### src/rtl/dithered_span_fill_unit_defines.svh
// Assertion macros shared by the dithered span fill RTL.
`ifndef DITHERED_SPAN_FILL_UNIT_DEFINES_SVH
`define DITHERED_SPAN_FILL_UNIT_DEFINES_SVH

// Same-cycle implication, checked on every rising edge outside reset.
`define DSF_ASSERT_NOW(lbl, ante, cons, msg) \
  lbl: assert property (@(posedge clk_i) disable iff (!rst_ni) (ante) |-> (cons)) \
    else $error(msg);

// Next-cycle implication, checked on every rising edge outside reset.
`define DSF_ASSERT_NEXT(lbl, ante, cons, msg) \
  lbl: assert property (@(posedge clk_i) disable iff (!rst_ni) (ante) |=> (cons)) \
    else $error(msg);

`endif

### src/rtl/dsf_pkg.sv
// Package with types, constants and the dither pattern function of the span fill unit.
`default_nettype none
package dsf_pkg;

  localparam int DefScreenWidth  = 144;
  localparam int DefScreenHeight = 168;
  localparam int DefRowBytes     = 20;

  localparam int CoordW   = 16;
  localparam int ColW     = 8;
  localparam int ByteIdxW = 5;
  localparam int RowIdxW  = 10;
  localparam int AddrW    = 12;
  localparam int DataW    = 8;
  localparam int InTdataW  = 48;
  localparam int OutTdataW = 32;

  typedef enum logic [1:0] {
    ST_IDLE,
    ST_SETUP,
    ST_EMIT
  } dsf_state_e;

  typedef struct packed {
    logic            drop;
    logic [ColW-1:0] lo;
    logic [ColW-1:0] hi;
  } dsf_clip_t;

  localparam logic [7:0] BAYER [8][8] = '{
    '{8'd0,   8'd128, 8'd32,  8'd160, 8'd8,   8'd136, 8'd40,  8'd168},
    '{8'd192, 8'd64,  8'd224, 8'd96,  8'd200, 8'd72,  8'd232, 8'd104},
    '{8'd48,  8'd176, 8'd16,  8'd144, 8'd56,  8'd184, 8'd24,  8'd152},
    '{8'd240, 8'd112, 8'd208, 8'd80,  8'd248, 8'd120, 8'd216, 8'd88},
    '{8'd12,  8'd140, 8'd44,  8'd172, 8'd4,   8'd132, 8'd36,  8'd164},
    '{8'd204, 8'd76,  8'd236, 8'd108, 8'd196, 8'd68,  8'd228, 8'd100},
    '{8'd60,  8'd188, 8'd28,  8'd156, 8'd52,  8'd180, 8'd20,  8'd148},
    '{8'd252, 8'd124, 8'd220, 8'd92,  8'd244, 8'd116, 8'd212, 8'd84}
  };

  // Dither column c of the Bayer row lands on bit 7 - c.
  function automatic logic [DataW-1:0] row_pattern(input logic [2:0] r,
                                                   input logic [DataW-1:0] gray);
    logic [DataW-1:0] p;
    p = '0;
    for (int c = 0; c < 8; c++) begin
      p[7-c] = (gray > BAYER[r][c]);
    end
    return p;
  endfunction

endpackage
`default_nettype wire

### src/rtl/dsf_span_clip.sv
// Span rejection and clamping of one span to the visible screen area.
`default_nettype none
module dsf_span_clip
  import dsf_pkg::*;
#(
  parameter int DISP_WIDTH  = DefScreenWidth,
  parameter int DISP_HEIGHT = DefScreenHeight
) (
  input  logic signed [CoordW-1:0] row_i,
  input  logic signed [CoordW-1:0] x_start_i,
  input  logic signed [CoordW-1:0] x_end_i,
  output dsf_clip_t                clip_o
);

  logic signed [CoordW:0] w_max;
  logic signed [CoordW:0] h_lim;
  logic signed [CoordW:0] row_ext;
  logic signed [CoordW:0] xs_ext;
  logic signed [CoordW:0] xe_ext;
  logic signed [CoordW:0] lo_ext;
  logic signed [CoordW:0] lo_c;
  logic signed [CoordW:0] hi_c;

  always_comb begin
    w_max   = (CoordW+1)'(DISP_WIDTH - 1);
    h_lim   = (CoordW+1)'(DISP_HEIGHT);
    row_ext = $signed({row_i[CoordW-1], row_i});
    xs_ext  = $signed({x_start_i[CoordW-1], x_start_i});
    xe_ext  = $signed({x_end_i[CoordW-1], x_end_i});
    lo_ext  = xs_ext - (CoordW+1)'(1);
    lo_c    = (lo_ext < 0) ? '0 : lo_ext;
    hi_c    = (xe_ext > w_max) ? w_max : xe_ext;
    clip_o.drop = (xe_ext < xs_ext) || (row_ext < 0) || (row_ext >= h_lim) ||
                  (lo_c > hi_c);
    clip_o.lo   = lo_c[ColW-1:0];
    clip_o.hi   = hi_c[ColW-1:0];
  end

endmodule
`default_nettype wire

### src/rtl/dithered_span_fill_unit.sv
// Top level of the dithered span fill unit for a 1-bit packed framebuffer.
// A span is accepted in the idle state, checked and clamped in the setup state, then emits one
// masked byte write per cycle, unless the output stalls, from a shared address incrementer.
// A rejected span goes from setup back to idle; the next span is accepted once the last write is loaded.
// Output stalls hold the sequencer; the output register lets the next span be accepted.
// Reset is asynchronous and active low: gray level returns to zero, the unit goes idle.
`default_nettype none
`include "dithered_span_fill_unit_defines.svh"
module dithered_span_fill_unit
  import dsf_pkg::*;
#(
  parameter int DISP_WIDTH  = DefScreenWidth,
  parameter int DISP_HEIGHT = DefScreenHeight,
  parameter int ROW_BYTES   = DefRowBytes
) (
  input  logic                 clk_i,
  input  logic                 rst_ni,
  input  logic                 cfg_we_i,
  input  logic [DataW-1:0]     cfg_wdata_i,
  input  logic                 s_axis_tvalid_i,
  output logic                 s_axis_tready_o,
  // Fields from bit 0: row[15:0], x_start[31:16], x_end[47:32].
  input  logic [InTdataW-1:0]  s_axis_tdata_i,
  output logic                 m_axis_tvalid_o,
  input  logic                 m_axis_tready_i,
  // Fields from bit 0: byte_address[11:0], write_data[19:12], write_mask[27:20], zero fill.
  output logic [OutTdataW-1:0] m_axis_tdata_o,
  // Field: last_write.
  output logic                 m_axis_tlast_o
);

  dsf_state_e state_q, state_d;
  logic [DataW-1:0]     gray_q;
  logic [CoordW-1:0]    row_q, xs_q, xe_q;
  logic [ColW-1:0]      lo_q, lo_d, hi_q, hi_d;
  logic [ByteIdxW-1:0]  b_q, b_d, lb_q, lb_d;
  logic [AddrW-1:0]     addr_q, addr_d;
  logic [DataW-1:0]     pat_q, pat_d;
  logic                 ov_q, ov_d;
  logic [AddrW-1:0]     oaddr_q, oaddr_d;
  logic [DataW-1:0]     odata_q, odata_d;
  logic [DataW-1:0]     omask_q, omask_d;
  logic                 olast_q, olast_d;
  logic                 accept;
  logic                 load;
  logic                 is_last;
  logic [DataW-1:0]     mask;
  logic [AddrW-1:0]     base;
  dsf_clip_t            clip;

  dsf_span_clip #(
    .DISP_WIDTH (DISP_WIDTH),
    .DISP_HEIGHT(DISP_HEIGHT)
  ) u_clip (
    .row_i    (row_q),
    .x_start_i(xs_q),
    .x_end_i  (xe_q),
    .clip_o   (clip)
  );

  assign s_axis_tready_o = (state_q == ST_IDLE);
  assign accept          = s_axis_tvalid_i && s_axis_tready_o;
  assign load            = (state_q == ST_EMIT) && (!ov_q || m_axis_tready_i);
  assign is_last         = (b_q == lb_q);
  assign base            = AddrW'(32'(row_q[RowIdxW-1:0]) * ROW_BYTES);

  always_comb begin
    mask = 8'hFF;
    if (b_q == lo_q[ColW-1:3]) begin
      mask = mask & (8'hFF << lo_q[2:0]);
    end
    if (is_last) begin
      mask = mask & (8'hFF >> (3'd7 - hi_q[2:0]));
    end
  end

  always_comb begin
    state_d = state_q;
    lo_d    = lo_q;
    hi_d    = hi_q;
    b_d     = b_q;
    lb_d    = lb_q;
    addr_d  = addr_q;
    pat_d   = pat_q;
    ov_d    = ov_q && !m_axis_tready_i;
    oaddr_d = oaddr_q;
    odata_d = odata_q;
    omask_d = omask_q;
    olast_d = olast_q;
    case (state_q)
      ST_IDLE: begin
        if (accept) begin
          state_d = ST_SETUP;
        end
      end
      ST_SETUP: begin
        lo_d   = clip.lo;
        hi_d   = clip.hi;
        b_d    = clip.lo[ColW-1:3];
        lb_d   = clip.hi[ColW-1:3];
        addr_d = base + AddrW'(clip.lo[ColW-1:3]);
        pat_d  = row_pattern(row_q[2:0], gray_q);
        state_d = clip.drop ? ST_IDLE : ST_EMIT;
      end
      ST_EMIT: begin
        if (load) begin
          ov_d    = 1'b1;
          oaddr_d = addr_q;
          odata_d = pat_q;
          omask_d = mask;
          olast_d = is_last;
          b_d     = b_q + ByteIdxW'(1);
          addr_d  = addr_q + AddrW'(1);
          if (is_last) begin
            state_d = ST_IDLE;
          end
        end
      end
      default: begin
        state_d = ST_IDLE;
      end
    endcase
  end

  always_ff @(posedge clk_i or negedge rst_ni) begin
    if (!rst_ni) begin
      state_q <= ST_IDLE;
      gray_q  <= '0;
      ov_q    <= 1'b0;
    end else begin
      state_q <= state_d;
      ov_q    <= ov_d;
      if (cfg_we_i) begin
        gray_q <= cfg_wdata_i;
      end
    end
  end

  always_ff @(posedge clk_i) begin
    if (accept) begin
      row_q <= s_axis_tdata_i[15:0];
      xs_q  <= s_axis_tdata_i[31:16];
      xe_q  <= s_axis_tdata_i[47:32];
    end
    lo_q    <= lo_d;
    hi_q    <= hi_d;
    b_q     <= b_d;
    lb_q    <= lb_d;
    addr_q  <= addr_d;
    pat_q   <= pat_d;
    oaddr_q <= oaddr_d;
    odata_q <= odata_d;
    omask_q <= omask_d;
    olast_q <= olast_d;
  end

  assign m_axis_tvalid_o = ov_q;
  assign m_axis_tdata_o  = {4'b0000, omask_q, odata_q, oaddr_q};
  assign m_axis_tlast_o  = olast_q;

  `DSF_ASSERT_NOW(a_byte_in_span, state_q == ST_EMIT, b_q <= lb_q, "byte index beyond span")
  `DSF_ASSERT_NEXT(a_last_ends_span, load && is_last, state_q == ST_IDLE, "span did not end")
  `DSF_ASSERT_NOW(a_mask_nonzero, m_axis_tvalid_o, omask_q != 8'h00, "empty write mask")

endmodule
`default_nettype wire

### config.mk
export PLATFORM = sky130hd
export DESIGN_NAME = dithered_span_fill_unit
export DESIGN_NICKNAME = d
export VERILOG_FILES = /design/src/rtl/dsf_pkg.sv /design/src/rtl/dsf_span_clip.sv /design/src/rtl/dithered_span_fill_unit.sv
export VERILOG_INCLUDE_DIRS = /design/src /design/src/rtl
export SDC_FILE = /design/constraint.sdc
export NUM_CORES = 1
export LEC_CHECK = 0
export ABC_CLOCK_PERIOD_IN_PS = 8550
export BUFFER_PORTS_ARGS = -buffer_cell sky130_fd_sc_hd__buf_2
export CAP_MARGIN = 30
export CORE_AREA = 2 2 115 117
export CTS_BUF_LIST = sky130_fd_sc_hd__clkbuf_16
export DETAILED_ROUTE_END_ITERATION = 12
export DIE_AREA = 0 0 117 119
export HOLD_SLACK_MARGIN = 0.1
export PLACE_DENSITY = 0.76
export REMOVE_ABC_BUFFERS = 1
export SETUP_SLACK_MARGIN = 0.15
export SYNTH_ARGS = -nofsm -noshare
export SYNTH_HDL_FRONTEND = slang
export SYNTH_HIERARCHICAL = 1
export SYNTH_SLANG_ARGS = --single-unit
### constraint.sdc
create_clock -name clk_i -period 8.55 [get_ports clk_i]
set_input_delay 1.2825 -clock clk_i [delete_from_list [all_inputs] [get_ports clk_i]]
set_output_delay 1.2825 -clock clk_i [all_outputs]
set_load 0.03 [all_outputs]
==> results.md, run 1 <==
- Antenna cells: 0
- Least-Margin Pin Slew: 939 ps
- NetSw: 411 uW
- Peak VDD IR: 179 uV
- Adder-cell share of the synthesized area: 11.6%
- Hold-fix buffers, CTS: 0
- PnR worst setup slack: 4890 ps
- Final hold viol count: 0
- Nets: between 700 and 800
- GPL Wtd Cong: 0.945
- Complex-gate fraction of the synthesized area: 10.5%
- Post-synth top area share: 52.1%
- Clock network power share: 44.4%
- Top cell type by total area after synthesis: edfxtp_1
- Syn Area/Cell: 12.1 um2
- CTS buffer count: 17
- Post-Route Skew: 5.36 ps
- Die height: 119 um
- EDFF count, synth: about 120
- I/O Buffers: 91
- Routed WL per cell: approximately 15 um
- Clock root cell: clkbuf_16
- Worst-path fanout max: 7
- Post CTS Setup Buffer Count: 0
- Register share of total power: 43.7%
- H-tree depth: 4
- Vias post-DR: 4,551
- Most instantiated cells after synthesis: edfxtp_1 (118), ha_1 (59), inv_1 (47), nor2_1 (45), nand2_1 (37)
- Startpoint Class: register
- CTS clk-pin slew, worst paths: 60 ps
- Post-synthesis simple-gate area fraction: 11.1%
- Core ar.: 0.0129 mm2
- Vias per std cell: 5.32
- Vias in the first global route: between 4,000 and 5,000
- Register-to-Register Path Depth: 11
- Die width: 117 um
- Synthesized area: 0.00680 mm2
- Register area: 0.00382 mm2
- Relative slew slack: 37.3%
- Clock sinks: about 130
- Synthesized instance count: around 560
- Worst hold path type: register to register
- Fillers: 994
- # setup viols final: 0
- Int Pwr: 1340 uW
- Synthesis-to-layout area growth: 19.4%
- Post-synthesis async set-or-reset flop share: 8.53%
- Total track usage: between 20% and 30%
- DRT Pass-1 Iters: 5
- Register area share after synthesis: 56.1%
- Ports: between 90 and 100
- Iteration-0 DRC count of the detailed router: approximately 310
- Effective utilization at floorplan: 52.8%
- Most numerous cell in the Yosys netlist: edfxtp_1
- XOR/XNOR share of the synthesized area: under 10%
- Crit path kind: register to register
- Setup TNS: 0 ps
- Clock latency on the worst-skew pair: 420 ps
- Ys Warns: 6
- Max-slew violations: 0
- Crit path DAT: 4000 ps
- Pre-CTS setup slack: 4920 ps
- RSZ-0062 raised after global routing: no
- Leak: 0.00335 uW
- Die area: 0.0139 mm2
- Grt ovf: 0
- Distinct cells, synth: 62
- Worst path required time: 8880 ps
- Logic pwr share: between 10% and 20%
- Ys flop type: edfxtp_1
- PostCTS Resize Cnt: 0
- Largest net degree at the start of global routing: 49
- Largest family of logic cells by synthesized area: adder cells
- Post-synthesis mux area share: roughly 1.2%
- Synth Register Bits: around 130
- CTS tree: built
- Switch share: 23.4%
- Power per standard cell area: 216 mW/mm2
- Endpoint class of the critical path: register
- Synth area leaders: edfxtp_1 (52%), ha_1 (11%), xnor2_1 (4.1%)
- Max cap viols: 0
- Final WL: about 13 mm
- CTS max path bufs: 2
- Hold depth: 0
- Max Fclk: ~0.27 GHz
- Initial antenna violation count: 0
- # rows: 42
- Period utilization: 42.9%
- Multi-input logic area: 0.00275 mm2
- Antenna Nets Post-Route: 0
- Final HPWL DP: between 9 and 10 mm
- First-pass GRT wire length: approximately 22 mm
- Residual DRC: 0
- Layout cells sized above 1: between 20 and 25%
- Status: finished clean
- Fin crit period: 3660 ps
## state kept, by name (all words and copies together) (netlist names), 12 cells and up
| signal | cells |
|---|---|
| row_q | 16 |
| addr_q | 12 |
| xs_q | 16 |
| oaddr_q | 12 |
| xe_q | 16 |
## per-layer routing
layer | share of wire [%] | routed length (um) | vias to the layer above | GRT usage (%)
met5 | 0 | 0 | - | 0
met4 | 1.8 | 231 | 0 | 7.43
met3 | 4.5 | 594 | 22 | 5.09
met2 | 50 | 6550 | 135 | 33.3
met1 | 44 | 5730 | 2135 | 25.6
li1 | - | - | 2259 | -
## final cells by class
type	count	area share, %
timing repair buffer	96	6.32
inverter	47	2.17
tap	176	2.71
multi-input combinational	376	33.9
clock inverter	15	2.66
clock buffer	17	5.24
sequential	129	47.0
## cell families after synthesis
| group | Yosys count |
|---|---|
| AO/OA/AOI/OAI | 108 |
| XOR/XNOR | 45 |
| adder cells (fa/ha/maj) | 62 |
| buffers and inverters | 60 |
| flip-flops | 129 |
| multiplexers | 7 |
| other | 1 |
| AND/OR/NAND/NOR | 150 |
## critical path, stage by stage, from the launching register on
cell and delay (ps):
edfxtp_1 430, or4_1 540, nor4_1 360, a21oi_1 260
nand2b_1 240, ha_1 320, a21oi_1 150, nor2_1 60
a2111oi_0 510, o211ai_2 180, a311o_1 360, o22ai_1 170
## cell usage in the layout, fill, tap and decap left out, drive strengths merged, types with 10 or more instances in the layout
cell type and n:
o21ai 27, inv 47, a21oi 30, ha 59, xor2 13, dfrtp 11
nand3 14, a21o 11, edfxtp 118, xnor2 32, nand2 37, nor2 45
clkbuf 17, nor3 10, buf 96
## power by group through the flow
stage / sequential (uW) / combinational (uW) / clock (uW)
after floorplan: 771 / 149 / 0
after global placement: 778 / 192 / 0
after detailed placement: 780 / 202 / 0
after CTS: 768 / 206 / 787
after global routing: 773 / 233 / 811
final: 768 / 208 / 779
## per-stage QoR
stage	cell area (um2)	total power (uW)	util (%)	hold WS, ps	instances
2_1_floorplan	6740	919	-	400	552
6_report	8120	1760	63.1	420	856
3_3_place_gp	7450	970	57.9	404	823
3_5_place_dp	7450	983	57.9	406	823
5_1_grt	8120	1820	63.1	423	856
4_1_cts	8100	1760	62.9	417	855
## final timing paths
path | slack, ps | startpoint | to
setup / recovery | 4890 | xe_q[10] | state_q[1]
hold / removal | 420 | pat_q[1] | odata_q[1]
setup reg to reg | 4890 | xe_q[10] | state_q[1]
hold reg to reg | 420 | pat_q[1] | odata_q[1]
max in group asynchronous | 7610 | rst_ni | m_axis_tvalid_o
min in group asynchronous | 730 | rst_ni | state_q[0]
Note: power is estimated with default switching activity, not from simulation.
==> inputs of run 2 (changes only) <==
Settings changed: ABC_AREA set to 1, ABC_CLOCK_PERIOD_IN_PS 8550 to 3500, CORE_AREA 2 2 115 117 to 2 2 117 119, DIE_AREA 0 0 117 119 to 0 0 119 121.
Clock period 8.55 ns to 3.5 ns, I/O delays scaled along.
==> run 2 against run 1 <==
Against the previous run:
- sequential share of layout area down 1.3 points
- die area up 3.4%
- synthesized area up 4.8%
- global-route usage down 0.28 points
- largest power group is now sequential cells
- sequential power up 140%
- setup slack worse by 4400 ps
- non-clock buffer count unchanged
- highest routed layer unchanged
- fmax up 22%
- combinational power rose to 2.6 times the previous value
==> results.md, run 2 <==
- Status: finished clean (unchanged)
- GPL Wtd Cong: 0.850 (was 0.945)
- CTS clk-pin slew, worst paths: 60 ps (about the same)
- Overall power: 3980 uW (was 1760 uW)
- Synthesized area: 0.00713 mm2 (was 0.00680 mm2)
- Startpoint of the worst hold path: s_axis_tdata_i[23] (was pat_q[1])
- Min Hold Slack: 271 ps (was 420 ps)
- Die height: 121 um (was 119 um)
- Synthesized instance count: 706 (was 562)
- Antenna Nets Post-Route: 0 (unchanged)
- Worst hold path endpoint: xs_q[7] (was odata_q[1])
- # setup viols final: 0 (unchanged)
- Period utilization: 85.8% (was 42.9%)
- Endpoint class of the critical path: register (unchanged)
- Final HPWL DP: 10.3 mm (was 9.86 mm)
- Post-layout util: 63.8% (was 63.1%)
- FF-to-FF Start: xs_q[0] (was xe_q[10])
- FF-to-FF setup slack: 500 ps (was 4890 ps)
- Fillers: 1,038 (was 994)
- Max Fclk: 0.333 GHz (was 0.273 GHz)
- Vias post-DR: 5,144 (was 4,551)
- Register-to-Register Path Depth: 18 (was 11)
- Final WL: 13.6 mm (was 13.1 mm)
- Most instantiated cells after synthesis: nand2_1 (121), edfxtp_1 (118), inv_1 (103), nor2_1 (62), ha_1 (59) (was edfxtp_1 (118), ha_1 (59), inv_1 (47), nor2_1 (45), nand2_1 (37))
- Grt ovf: 0 (unchanged)
- Relative slew slack: 38.0% (was 37.3%)
- Clock sinks: 129 (unchanged)
- Startpoint Class: register (unchanged)
- Crit path DAT: 3180 ps (was 4000 ps)
- H-tree depth: 4 (unchanged)
- Die width: 119 um (was 117 um)
- Initial antenna violation count: 0 (unchanged)
- Post-synthesis async set-or-reset flop share: 8.53% (unchanged)
- Distinct cells, synth: 42 (was 62)
- Worst-path fanout max: 5 (was 7)
- Synth area leaders: edfxtp_1 (50%), ha_1 (10%), nand2_1 (6.4%) (was edfxtp_1 (52%), ha_1 (11%), xnor2_1 (4.1%))
- Leak: 0.00373 uW (was 0.00335 uW)
- Synth Register Bits: 129 (unchanged)
- Final hold viol count: 0 (unchanged)
- Core ar.: 0.0131 mm2 (was 0.0129 mm2)
- Clock latency on the worst-skew pair: 420 ps (about the same)
- CTS tree: built (unchanged)
- Max cap viols: 0 (unchanged)
- Die area: 0.0144 mm2 (was 0.0139 mm2)
- EDFF count, synth: 118 (unchanged)
- CTS max path bufs: 2 (unchanged)
- Switch share: 25.8% (was 23.4%)
- Post-synth top area share: 49.7% (was 52.1%)
- Post-Route Skew: 6.24 ps (was 5.36 ps)
- # rows: 42 (unchanged)
- Max-slew violations: 0 (unchanged)
- Setup TNS: 0 ps (unchanged)
- Post CTS Setup Buffer Count: 0 (unchanged)
- Hold depth: 1 (was 0)
- Most numerous cell in the Yosys netlist: nand2_1 (was edfxtp_1)
- Crit path kind: register to register (unchanged)
- Least-Margin Pin Slew: 930 ps (was 939 ps)
- Routed WL per cell: 13.5 um (was 15.3 um)
- Residual DRC: 0 (unchanged)
- Largest net degree at the start of global routing: 49 (unchanged)
- Ports: 96 (unchanged)
- Peak VDD IR: 371 uV (was 179 uV)
- Worst r2r dst: addr_q[10] (was state_q[1])
- Layout cells sized above 1: 20.7% (was 22.6%)
- Vias in the first global route: 4,916 (was 4,713)
- Worst hold path type: input port to register (was register to register)
- Ys flop type: edfxtp_1 (unchanged)
- Ys Warns: 6 (unchanged)
- Fin crit period: 3000 ps (was 3660 ps)
- DP Area: 0.00781 mm2 (was 0.00745 mm2)
- DRT Pass-1 Iters: 5 (unchanged)
- Clock network power share: 39.7% (was 44.4%)
- Vias per std cell: 5.12 (was 5.32)
- Logic pwr share: 13.3% (was 11.9%)
- Antenna cells: 0 (unchanged)
- Effective utilization at floorplan: 54.5% (was 52.8%)
- I/O Buffers: 91 (unchanged)
- Register area share after synthesis: 53.6% (was 56.1%)
- NetSw: 1030 uW (was 411 uW)
- Register share of total power: 46.9% (was 43.7%)
- Nets: 938 (was 789)
- Power per standard cell area: 477 mW/mm2 (was 216 mW/mm2)
- Final instance area: 0.00835 mm2 (was 0.00812 mm2)
- Most frequent cells in the layout: nand2_1 (121), edfxtp_1 (118), inv_1 (106), buf_2 (91), nor2_1 (60) (was edfxtp_1 (118), buf_2 (91), ha_1 (59), inv_1 (47), nor2_1 (44))
- Iteration-0 DRC count of the detailed router: 290 (was 311)
- Top cell type by total area after synthesis: edfxtp_1 (unchanged)
- Synthesis-to-layout area growth: 17.1% (was 19.4%)
- RSZ-0062 raised after global routing: no (unchanged)
- Biggest regs: row_q x16, xe_q x16, xs_q x16 (unchanged)
- Worst path required time: 3680 ps (was 8880 ps)
- Int Pwr: 2960 uW (was 1340 uW)
- Total track usage: 19.9% (was 20.2%)
- First-pass GRT wire length: 22.4 mm (was 21.7 mm)
- Commonest non-fill, non-tap cell in the layout: nand2_1 (was edfxtp_1)
- CTS buffer count: 17 (unchanged)
- Syn Area/Cell: 10.1 um2 (was 12.1 um2)
- Clock root cell: clkbuf_16 (unchanged)
[run 2: changes by cell type after synthesis, moves of 9 or more]
cell     before  now
inv_2         0    9
nor2_1       45   62
a21o_1       11    0
nand2_1      37  121
nand3_1      14   28
inv_1        47  103
nand3_2       0   10
a21oi_1      30   42
a31oi_1       2   12
xnor2_1      32    4
[run 2: power by group through the flow]
stage / Sequential [uW] / Combinational, uW / Clock [uW]
after CTS: 1870 / 529 / 1610
final: 1870 / 531 / 1580
after floorplan: 1880 / 386 / 0
after global routing: 1880 / 602 / 1670
after detailed placement: 1900 / 522 / 0
after global placement: 1890 / 497 / 0
[run 2: layout make-up]
type                            instances  area, um2  area share (%)
Timing Repair Buffer                   96        495            5.93
Multi-Input combinational cell        460       2860            34.3
Sequential cell                       129       3820            45.7
Clock inverter                         15        105            1.26
Clock buffer                           17        425            5.10
Tap cell                              176        220            2.64
Inverter                              112        420            5.04
[run 2: kinds of logic after synthesis]
| logic type | synth area share [%] |
|---|---|
| buffers and inverters | 6.58 |
| AOI/OAI and AO/OA | 8.02 |
| xor gates and xnor gates | 2.68 |
| muxes | 0.930 |
| DFF | 53.6 |
| other | 0.0526 |
| adders and majority gates | 10.9 |
| and+or+nand+nor | 17.3 |
[run 2: repair_timing]
item | in CTS | in global routing
hold buffers | 1 | 0
endpoints found under the setup margin | 0 | 1
resized for setup | 0 | 1
hold endpoints to repair | 11 | 0
[run 2: worst max-delay path by stage]
| stage | startpoint | end | depth (start not counted) |
|---|---|---|---|
| 2_1_floorplan | s_axis_tvalid_i | row_q[0] | 1 |
| 3_3_place_gp | xs_q[0] | addr_q[10] | 20 |
| 3_5_place_dp | xs_q[0] | addr_q[10] | 20 |
| 4_1_cts | xs_q[0] | addr_q[10] | 20 |
| 5_1_grt | xs_q[0] | addr_q[10] | 19 |
| 6_report | xs_q[0] | addr_q[10] | 18 |
[run 2: layer usage]
metal | vias up | share of wire, % | wire length [um] | global-route usage [%]
met1 | 2351 | 45 | 6130 | 25.4
li1 | 2628 | - | - | -
met4 | 0 | 1.3 | 182 | 6.62
met5 | - | 0 | 0 | 0
met2 | 151 | 48 | 6550 | 33.3
met3 | 14 | 5.4 | 738 | 5.12
[run 2: stage by stage]
| step | std cells | worst slack [ps] |
|---|---|---|
| after floorplan | 701 | -1050 |
| after global placement | 972 | 577 |
| after detailed placement | 972 | 446 |
| after CTS | 1005 | 420 |
| after global routing | 1005 | 210 |
| final | 1005 | 496 |
[run 2: worst max-delay path, cell delays in order (launching register included)]
cell and delay (ps):
edfxtp_1 410, inv_2 90, ha_1 220, nand4_1 130, nor2_1 130, xor2_1 80, nor2_1 300, inv_1 120
fa_1 410, inv_1 80, nand2_1 70, nand2_1 60, nand2_1 60, nor2_1 200, nand3_2 130, nor2_2 90
nand2_1 50, nand3_1 70, nand2_1 50
